### src/hdl/lkx_pkg.sv
// Package for the LCG keystream XOR cipher.
// Holds the credential layout, the LCG constants and the register index codes.
// No dependencies; imported by every module of the block.
package lkx_pkg;

	// Credential storage: four 64-bit words per credential, bytes little-endian
	localparam int WORDS_PER_CRED = 4;
	localparam int CRED_WORD_W    = 64;
	localparam int CRED_SLOTS     = WORDS_PER_CRED * CRED_WORD_W / 8;

	// Number of credential bytes taken into the checksum (at most CRED_SLOTS)
	localparam int CRED_BYTES     = 32;

	// Key and LCG constants
	localparam int          KEY_W   = 31;
	localparam logic [31:0] LCG_MUL = 32'd1103515245;
	localparam logic [31:0] LCG_ADD = 32'd12345;
	localparam logic [31:0] LCG_MOD = 32'h7FFF_FFFF;

	// Configuration port
	localparam int CFG_IDX_W  = 4;
	localparam int CFG_DATA_W = CRED_WORD_W;

	typedef enum logic [CFG_IDX_W-1:0] {
		CFG_USER_WORD0 = 4'd0,
		CFG_USER_WORD1 = 4'd1,
		CFG_USER_WORD2 = 4'd2,
		CFG_USER_WORD3 = 4'd3,
		CFG_PASS_WORD0 = 4'd4,
		CFG_PASS_WORD1 = 4'd5,
		CFG_PASS_WORD2 = 4'd6,
		CFG_PASS_WORD3 = 4'd7
	} cfg_index_t;

	typedef logic [WORDS_PER_CRED-1:0][CRED_WORD_W-1:0] cred_words_t;

	// Pipeline control handed from the top level to the key stage
	typedef struct packed {
		logic advance;  // pipeline moves this cycle
		logic valid;    // stage 1 holds an item
	} stage_ctl_t;

endpackage

### src/hdl/lcg_keystream_xor_cipher.sv
// Top level of the LCG keystream XOR byte cipher.
// Depends on lkx_pkg, lkx_checksum and lkx_keystream.
//
// Usage:
//   Input channel (in_valid/in_stall) carries one byte item: first_byte,
//   sequence_req and data_in. Raise first_byte on the first byte of a message
//   to reseed the key from sequence_req and the two credential checksums.
//   Output channel (out_valid/out_stall) carries data_out, the byte XOR the
//   low byte of the advanced key. Running the same stream through twice with
//   the same credentials and sequence numbers decrypts it.
//   Credentials are loaded through wr_en/wr_index/wr_data while the block is
//   idle; indexes 0-3 are username words, 4-7 password words, others ignored.
//   Checksums are registered behind the credential word registers.
// Pipeline:
//   An accepted item passes the input register, then the result register that
//   drives the output; one item is accepted every cycle unless stalled. The key
//   loop (multiply, add, fold) is combinational around the key register and
//   sets the clock. Checksums come from a registered adder tree.
// Reset and stall:
//   Reset clears the key, the credential words and both valid flags.
//   While the output is stalled with a result pending the whole pipeline
//   holds and in_stall is raised; no item is dropped or repeated.
module lcg_keystream_xor_cipher
	import lkx_pkg::*;
(
	input  logic                  clk,
	input  logic                  arst_n,
	input  logic                  wr_en,
	input  logic [CFG_IDX_W-1:0]  wr_index,
	input  logic [CFG_DATA_W-1:0] wr_data,
	input  logic                  in_valid,
	output logic                  in_stall,
	input  logic                  first_byte,
	input  logic [7:0]            sequence_req,
	input  logic [7:0]            data_in,
	output logic                  out_valid,
	input  logic                  out_stall,
	output logic [7:0]            data_out
);

	cred_words_t user_words_q;
	cred_words_t pass_words_q;
	logic [7:0]  user_sum;
	logic [7:0]  pass_sum;

	logic        valid_s1;
	logic        first_s1;
	logic [7:0]  seq_s1;
	logic [7:0]  data_s1;
	logic        out_valid_q;
	logic        advance;
	stage_ctl_t  ctl;

	// Credential words
	always_ff @(posedge clk or negedge arst_n) begin
		if (!arst_n) begin
			user_words_q <= '0;
			pass_words_q <= '0;
		end else if (wr_en) begin
			case (wr_index)
				CFG_USER_WORD0: user_words_q[0] <= wr_data;
				CFG_USER_WORD1: user_words_q[1] <= wr_data;
				CFG_USER_WORD2: user_words_q[2] <= wr_data;
				CFG_USER_WORD3: user_words_q[3] <= wr_data;
				CFG_PASS_WORD0: pass_words_q[0] <= wr_data;
				CFG_PASS_WORD1: pass_words_q[1] <= wr_data;
				CFG_PASS_WORD2: pass_words_q[2] <= wr_data;
				CFG_PASS_WORD3: pass_words_q[3] <= wr_data;
				default: ;  // drop writes beyond the register list
			endcase
		end
	end

	lkx_checksum u_user_sum (
		.clk      (clk),
		.arst_n   (arst_n),
		.words    (user_words_q),
		.checksum (user_sum)
	);

	lkx_checksum u_pass_sum (
		.clk      (clk),
		.arst_n   (arst_n),
		.words    (pass_words_q),
		.checksum (pass_sum)
	);

	// Advance the pipeline unless a result waits on a stalled receiver
	assign advance  = !(out_valid_q && out_stall);
	assign in_stall = !advance;

	always_ff @(posedge clk or negedge arst_n) begin
		if (!arst_n) begin
			valid_s1    <= 1'b0;
			out_valid_q <= 1'b0;
		end else if (advance) begin
			valid_s1    <= in_valid;
			out_valid_q <= valid_s1;
		end
	end

	// Input register
	always_ff @(posedge clk) begin
		if (advance && in_valid) begin
			first_s1 <= first_byte;
			seq_s1   <= sequence_req;
			data_s1  <= data_in;
		end
	end

	assign ctl.advance = advance;
	assign ctl.valid   = valid_s1;

	lkx_keystream u_keystream (
		.clk      (clk),
		.arst_n   (arst_n),
		.ctl      (ctl),
		.first_s1 (first_s1),
		.seq_s1   (seq_s1),
		.data_s1  (data_s1),
		.user_sum (user_sum),
		.pass_sum (pass_sum),
		.data_out (data_out)
	);

	assign out_valid = out_valid_q;

endmodule

### src/hdl/lkx_checksum.sv
// Registered credential checksum: inverted 8-bit sum of bytes up to the first zero.
// Depends on lkx_pkg. Prefix mask per byte, then a five-level adder tree.
module lkx_checksum
	import lkx_pkg::*;
(
	input  logic        clk,
	input  logic        arst_n,
	input  cred_words_t words,
	output logic [7:0]  checksum
);

	logic [CRED_SLOTS-1:0][7:0] bytes;
	logic [CRED_SLOTS-1:0]      nonzero;
	logic [CRED_SLOTS-1:0]      keep;
	logic [31:0][7:0]           lvl0;
	logic [15:0][7:0]           lvl1;
	logic [7:0][7:0]            lvl2;
	logic [3:0][7:0]            lvl3;
	logic [1:0][7:0]            lvl4;
	logic [7:0]                 sum;
	logic [7:0]                 checksum_q;

	assign bytes = words;

	always_comb begin
		for (int i = 0; i < CRED_SLOTS; i++) begin
			nonzero[i] = (bytes[i] != 8'd0);
		end
		// keep byte i only when every earlier byte is nonzero
		for (int i = 0; i < CRED_SLOTS; i++) begin
			keep[i] = (i < CRED_BYTES) &&
				(&(nonzero | ~((CRED_SLOTS'(1) << i) - CRED_SLOTS'(1))));
		end
		for (int i = 0; i < 32; i++) begin
			lvl0[i] = keep[i] ? bytes[i] : 8'd0;
		end
		for (int i = 0; i < 16; i++) lvl1[i] = lvl0[2*i] + lvl0[2*i+1];
		for (int i = 0; i < 8; i++)  lvl2[i] = lvl1[2*i] + lvl1[2*i+1];
		for (int i = 0; i < 4; i++)  lvl3[i] = lvl2[2*i] + lvl2[2*i+1];
		for (int i = 0; i < 2; i++)  lvl4[i] = lvl3[2*i] + lvl3[2*i+1];
		sum = lvl4[0] + lvl4[1];
	end

	always_ff @(posedge clk or negedge arst_n) begin
		if (!arst_n) begin
			checksum_q <= 8'hFF;
		end else begin
			checksum_q <= ~sum;
		end
	end

	assign checksum = checksum_q;

endmodule

### src/hdl/lkx_keystream.sv
// Key stage: reseed, LCG advance with Mersenne fold, XOR of the data byte.
// Depends on lkx_pkg. Holds the key register and the result byte register.
module lkx_keystream
	import lkx_pkg::*;
(
	input  logic       clk,
	input  logic       arst_n,
	input  stage_ctl_t ctl,
	input  logic       first_s1,
	input  logic [7:0] seq_s1,
	input  logic [7:0] data_s1,
	input  logic [7:0] user_sum,
	input  logic [7:0] pass_sum,
	output logic [7:0] data_out
);

	logic [KEY_W-1:0] key_q;
	logic [KEY_W-1:0] key_in;
	logic [KEY_W-1:0] key_next;
	logic [31:0]      prod;
	logic [31:0]      lcg_t;
	logic [31:0]      fold;
	logic [31:0]      reduced;
	logic [7:0]       data_out_q;

	always_comb begin
		key_in  = first_s1 ? {7'd0, seq_s1, user_sum, pass_sum} : key_q;
		prod    = {1'b0, key_in} * LCG_MUL;
		lcg_t   = prod + LCG_ADD;
		// fold bit 31 back in: 2^31 is 1 modulo 2^31-1
		fold    = {1'b0, lcg_t[30:0]} + {31'd0, lcg_t[31]};
		reduced = (fold >= LCG_MOD) ? fold - LCG_MOD : fold;
		key_next = reduced[KEY_W-1:0];
	end

	always_ff @(posedge clk or negedge arst_n) begin
		if (!arst_n) begin
			key_q <= '0;
		end else if (ctl.advance && ctl.valid) begin
			key_q <= key_next;
		end
	end

	always_ff @(posedge clk) begin
		if (ctl.advance && ctl.valid) begin
			data_out_q <= data_s1 ^ key_next[7:0];
		end
	end

	assign data_out = data_out_q;

endmodule
### config.mk
export PLATFORM = sky130hd
export DESIGN_NAME = lcg_keystream_xor_cipher
export DESIGN_NICKNAME = d
export VERILOG_FILES = /design/src/hdl/lkx_pkg.sv /design/src/hdl/lcg_keystream_xor_cipher.sv /design/src/hdl/lkx_checksum.sv /design/src/hdl/lkx_keystream.sv
export SDC_FILE = /design/constraint.sdc
export NUM_CORES = 2
export LEC_CHECK = 0
export BUFFER_PORTS_ARGS = -buffer_cell sky130_fd_sc_hd__clkbuf_2
export CAP_MARGIN = 15
export CORE_UTILIZATION = 65
export DETAILED_ROUTE_END_ITERATION = 12
export PLACE_DENSITY = 0.82
export SYNTH_ARGS = -nofsm -noshare
export SYNTH_HDL_FRONTEND = slang
export SYNTH_SLANG_ARGS = --single-unit
### constraint.sdc
create_clock -name clk -period 13.1 [get_ports clk]
set_input_delay 1.31 -clock clk [delete_from_list [all_inputs] [get_ports clk]]
set_output_delay 1.31 -clock clk [all_outputs]
set_load 0.01 [all_outputs]
==> impl_metrics.prom <==
# TYPE chip_impl_metric gauge
chip_impl_info{name="cts.root.buffer_cell",value="sky130_fd_sc_hd__clkbuf_16"} 1
chip_impl_metric{name="postCtsHoldBufs",unit=""} 0
chip_impl_info{name="synthTopCellsByArea",value="sky130_fd_sc_hd__dfrtp_1 (29%), sky130_fd_sc_hd__fa_1 (23%), sky130_fd_sc_hd__mux2_2 (12%)"} 1
chip_impl_metric{name="num_io_pins",unit=""} 100
chip_impl_metric{name="clock_skew",unit="ns"} 0.05412
chip_impl_metric{name="area_growth_syn_to_layout",unit="%"} 8.218
chip_impl_metric{name="maxSlewHeadroom",unit=""} 0.2999
chip_impl_metric{name="cts_made_buffers",unit=""} 66
chip_impl_info{name="synth_top_cells_by_count",value="sky130_fd_sc_hd__inv_1 (785), sky130_fd_sc_hd__fa_1 (553), sky130_fd_sc_hd__dfrtp_1 (545), sky130_fd_sc_hd__mux2_2 (521), sky130_fd_sc_hd__nand2_1 (430)"} 1
chip_impl_metric{name="synth.ff_latch_count",unit=""} 586
chip_impl_metric{name="cts.htree.levels",unit=""} 3
chip_impl_metric{name="maximum_clock_path_buffer_count",unit=""} 3
chip_impl_info{name="synth_top_area_cell",value="sky130_fd_sc_hd__dfrtp_1"} 1
chip_impl_info{name="critPathCaptureType",value="register"} 1
chip_impl_metric{name="grt_pass1_vias",unit=""} 33976
chip_impl_metric{name="overflow",unit=""} 0
chip_impl_metric{name="postCtsSetupBuffers",unit=""} 0
chip_impl_metric{name="count_of_different_cell_masters_after_synthesis",unit=""} 91
chip_impl_metric{name="hpwlAfterDp",unit="um"} 107500
chip_impl_metric{name="drtPass1Iterations",unit=""} 6
chip_impl_metric{name="synth_edf_count",unit=""} 25
chip_impl_metric{name="worst-endpoint-arrival",unit="ns"} 12.32
chip_impl_info{name="cpMostUsedCell",value="sky130_fd_sc_hd__fa_1"} 1
chip_impl_info{name="yosysMostFrequentCell",value="sky130_fd_sc_hd__inv_1"} 1
chip_impl_metric{name="floorplan.die.height",unit="um"} 271.6
chip_impl_metric{name="floorplan.initialDensity",unit=""} 0.6586
chip_impl_metric{name="synth_area",unit="um^2"} 47240
chip_impl_metric{name="final_tns_setup",unit="ns"} 0
chip_impl_metric{name="row_count",unit=""} 98
chip_impl_metric{name="max_freq",unit="MHz"} 84.37
chip_impl_info{name="status",value="complete, no violations"} 1
chip_impl_metric{name="wl_per_cell",unit="um"} 25.55
chip_impl_metric{name="post-route-drc-count",unit=""} 0
chip_impl_metric{name="fin_util",unit=""} 0.7128
chip_impl_info{name="hold_class",value="reg -> reg"} 1
chip_impl_info{name="path_class",value="reg -> reg"} 1
chip_impl_metric{name="period_needed",unit="ns"} 11.85
chip_impl_info{name="rsz_0062_raised_after_global_routing",value="no"} 1
chip_impl_metric{name="max-cap-violations",unit=""} 0
chip_impl_metric{name="globalplace.congestion",unit=""} 1.016
chip_impl_metric{name="grt_start_max_net_pins",unit=""} 173
chip_impl_metric{name="postCtsResizedCells",unit=""} 0
chip_impl_metric{name="yosys.area.top_type_share",unit=""} 0.2887
chip_impl_metric{name="finalHoldViolations",unit=""} 0
chip_impl_metric{name="numClockSinks",unit=""} 586
chip_impl_metric{name="routed_via_density",unit=""} 6.066
chip_impl_metric{name="die_area",unit="um^2"} 73770
chip_impl_metric{name="die-width",unit="um"} 271.6
chip_impl_metric{name="clk_latency",unit="ns"} 0.65
chip_impl_metric{name="clk_pin_slew",unit="ns"} 0.06
chip_impl_info{name="yosys_most_used_dff",value="sky130_fd_sc_hd__dfrtp_1"} 1
chip_impl_info{name="crit_path_top_delay_cell",value="sky130_fd_sc_hd__a211oi_4"} 1
chip_impl_metric{name="syn_nets",unit=""} 5177
chip_impl_metric{name="preCtsSetupSlack",unit="ns"} 0.8624
chip_impl_metric{name="wirelength",unit="um"} 137000
chip_impl_metric{name="setup_viol_count_final",unit=""} 0
chip_impl_metric{name="floorplan.core_area",unit="um^2"} 71730
chip_impl_metric{name="path_max_fanout",unit=""} 13
chip_impl_metric{name="max_slew.worst_pin.slew",unit="ns"} 1.050
chip_impl_metric{name="final_antenna_violating_net_count",unit=""} 0
chip_impl_metric{name="wire_length_of_the_first_global_routing_pass",unit="um"} 207600
chip_impl_metric{name="worstPathRequired",unit="ns"} 13.56
chip_impl_metric{name="design.final.nets",unit=""} 5258
chip_impl_metric{name="synthCells",unit=""} 4275
chip_impl_metric{name="placement.io_buffers",unit=""} 99
chip_impl_metric{name="final_layout_size_suffix_gt1_frac",unit=""} 0.1894
chip_impl_metric{name="synth.yosys.warnings",unit=""} 0
chip_impl_metric{name="final_min_period_over_clock_period",unit=""} 0.9048
chip_impl_metric{name="slowest_delay",unit="ns"} 0.74
chip_impl_metric{name="drt_iter0_drc",unit=""} 3191
chip_impl_info{name="timing.critical_path.from_type",value="register"} 1
chip_impl_metric{name="async_s_r_ff_share_synth",unit=""} 0.9573
chip_impl_info{name="tritoncts_clock_tree",value="yes"} 1
chip_impl_metric{name="setup_ws",unit="ns"} 1.247
chip_impl_metric{name="synth.avg_cell_area",unit="um^2"} 11.05
chip_impl_metric{name="seq_area_frac_synth",unit=""} 0.3135
chip_impl_metric{name="global_route.usage.total",unit=""} 0.3835
chip_impl_metric{name="route.vias.total",unit=""} 32521
chip_impl_metric{name="grt_antenna_before_repair",unit=""} 7
chip_impl_metric{name="report.final.slew_viol_count",unit=""} 0
==> state kept, by name (all words and copies together) (netlist names) <==
| signal | count |
|---|---|
| u_keystream.key_q | 31 |
| valid_s1 | 1 |
| seq_s1 | 8 |
| first_s1 | 1 |
| data_s1 | 8 |
| u_keystream.data_out | 8 |
| out_valid | 1 |
| user_words_q | 256 |
| u_user_sum.checksum | 8 |
| pass_words_q | 256 |
| u_pass_sum.checksum | 8 |
==> per-stage QoR <==
stage	hold slack (ns)	area (um^2)	cells
floorplan	0.4446	47240	4275
global placement	0.4818	48720	5234
detailed placement	0.4899	48720	5234
CTS	0.5016	51080	5354
global route	0.5203	51120	5358
finish	0.5011	51130	5361
==> critical path: cells and delay by family, from the launching register on <==
kind	cells	cell delay [ns]
AO/OA/AOI/OAI	5	1.33
XOR/XNOR	2	0.60
adder cells (fa/ha/maj)	11	4.58
buffers and inverters	7	0.68
flip-flops	1	0.43
multiplexers	1	0.53
AND/OR/NAND/NOR	16	3.56
==> cell type report <==
cell class              count  area [um^2]
multi-input cells        2789        29080
clock inverters            31        455.4
diodes                      3        7.507
fillers                  5076        20600
clock buffers              89         1899
flip-flops and latches    586        14810
inverters                 786         2950
repair buffers            127        740.7
well taps                 950         1189
==> cells in the final DEF (no fill, tap or decap), types with 8 or more instances in the layout <==
cell type	count
sky130_fd_sc_hd__a21oi_1	47
sky130_fd_sc_hd__fa_1	553
sky130_fd_sc_hd__or2_2	9
sky130_fd_sc_hd__clkbuf_2	98
sky130_fd_sc_hd__nor4_1	100
sky130_fd_sc_hd__inv_1	785
sky130_fd_sc_hd__dfstp_2	16
sky130_fd_sc_hd__nor3_1	29
sky130_fd_sc_hd__dfrtp_1	545
sky130_fd_sc_hd__nand2b_1	12
sky130_fd_sc_hd__xnor2_1	142
sky130_fd_sc_hd__nand3_1	21
sky130_fd_sc_hd__nor2_1	75
sky130_fd_sc_hd__a211oi_1	13
sky130_fd_sc_hd__clkbuf_8	14
sky130_fd_sc_hd__xor2_1	44
sky130_fd_sc_hd__and3_1	79
sky130_fd_sc_hd__nor3b_1	8
sky130_fd_sc_hd__o211ai_1	8
sky130_fd_sc_hd__edfxtp_1	25
sky130_fd_sc_hd__ha_1	259
sky130_fd_sc_hd__and2_1	139
sky130_fd_sc_hd__o21ai_0	32
sky130_fd_sc_hd__or3_1	10
sky130_fd_sc_hd__nand4_1	15
sky130_fd_sc_hd__mux2i_1	34
sky130_fd_sc_hd__a21o_1	13
sky130_fd_sc_hd__clkinv_2	9
sky130_fd_sc_hd__or4_1	36
sky130_fd_sc_hd__nand2_1	428
sky130_fd_sc_hd__mux2_2	521
sky130_fd_sc_hd__clkbuf_1	8
sky130_fd_sc_hd__clkbuf_16	67
sky130_fd_sc_hd__nor2b_1	17
sky130_fd_sc_hd__buf_4	26
sky130_fd_sc_hd__o31ai_1	17
==> cell families (layout without fill, tap and decap cells) <==
family | count (synthesis) | after routing | share of synthesized area
XOR/XNOR | 191 | 191 | 0.03660
buffers and inverters | 900 | 1033 | 0.07193
AO/OA/AOI/OAI | 213 | 213 | 0.03329
flip-flops | 586 | 586 | 0.3135
multiplexers | 555 | 555 | 0.1314
AND/OR/NAND/NOR | 1018 | 1018 | 0.1104
adder cells (fa/ha/maj) | 812 | 812 | 0.3029
other | 0 | 3 | 0
==> final timing paths <==
kind | startpoint | endpoint | slack [ns] | depth (start not counted)
setup / recovery | first_s1 | u_keystream.key_q[19] | 1.25 | 42
hold / removal | user_words_q[249] | user_words_q[249] | 0.50 | 1
setup reg to reg | first_s1 | u_keystream.key_q[19] | 1.25 | 42
hold reg to reg | user_words_q[249] | user_words_q[249] | 0.50 | 1
max in group asynchronous | arst_n | pass_words_q[230] | 9.95 | 3
min in group asynchronous | arst_n | user_words_q[192] | 0.68 | 1
==> per-layer routing <==
layer | share of wire | up-vias | wire length, um | track usage
li1 | - | 13944 | - | -
met1 | 0.38 | 16602 | 51560 | 0.4965
met2 | 0.46 | 1563 | 63440 | 0.6056
met3 | 0.083 | 408 | 11330 | 0.06590
met4 | 0.077 | 4 | 10610 | 0.2399
met5 | 0.00020 | - | 28 | 0
Power is left out: the tool's default activity adds up to more than one toggle a clock period on the data nets, which glitch-free logic cannot reach.
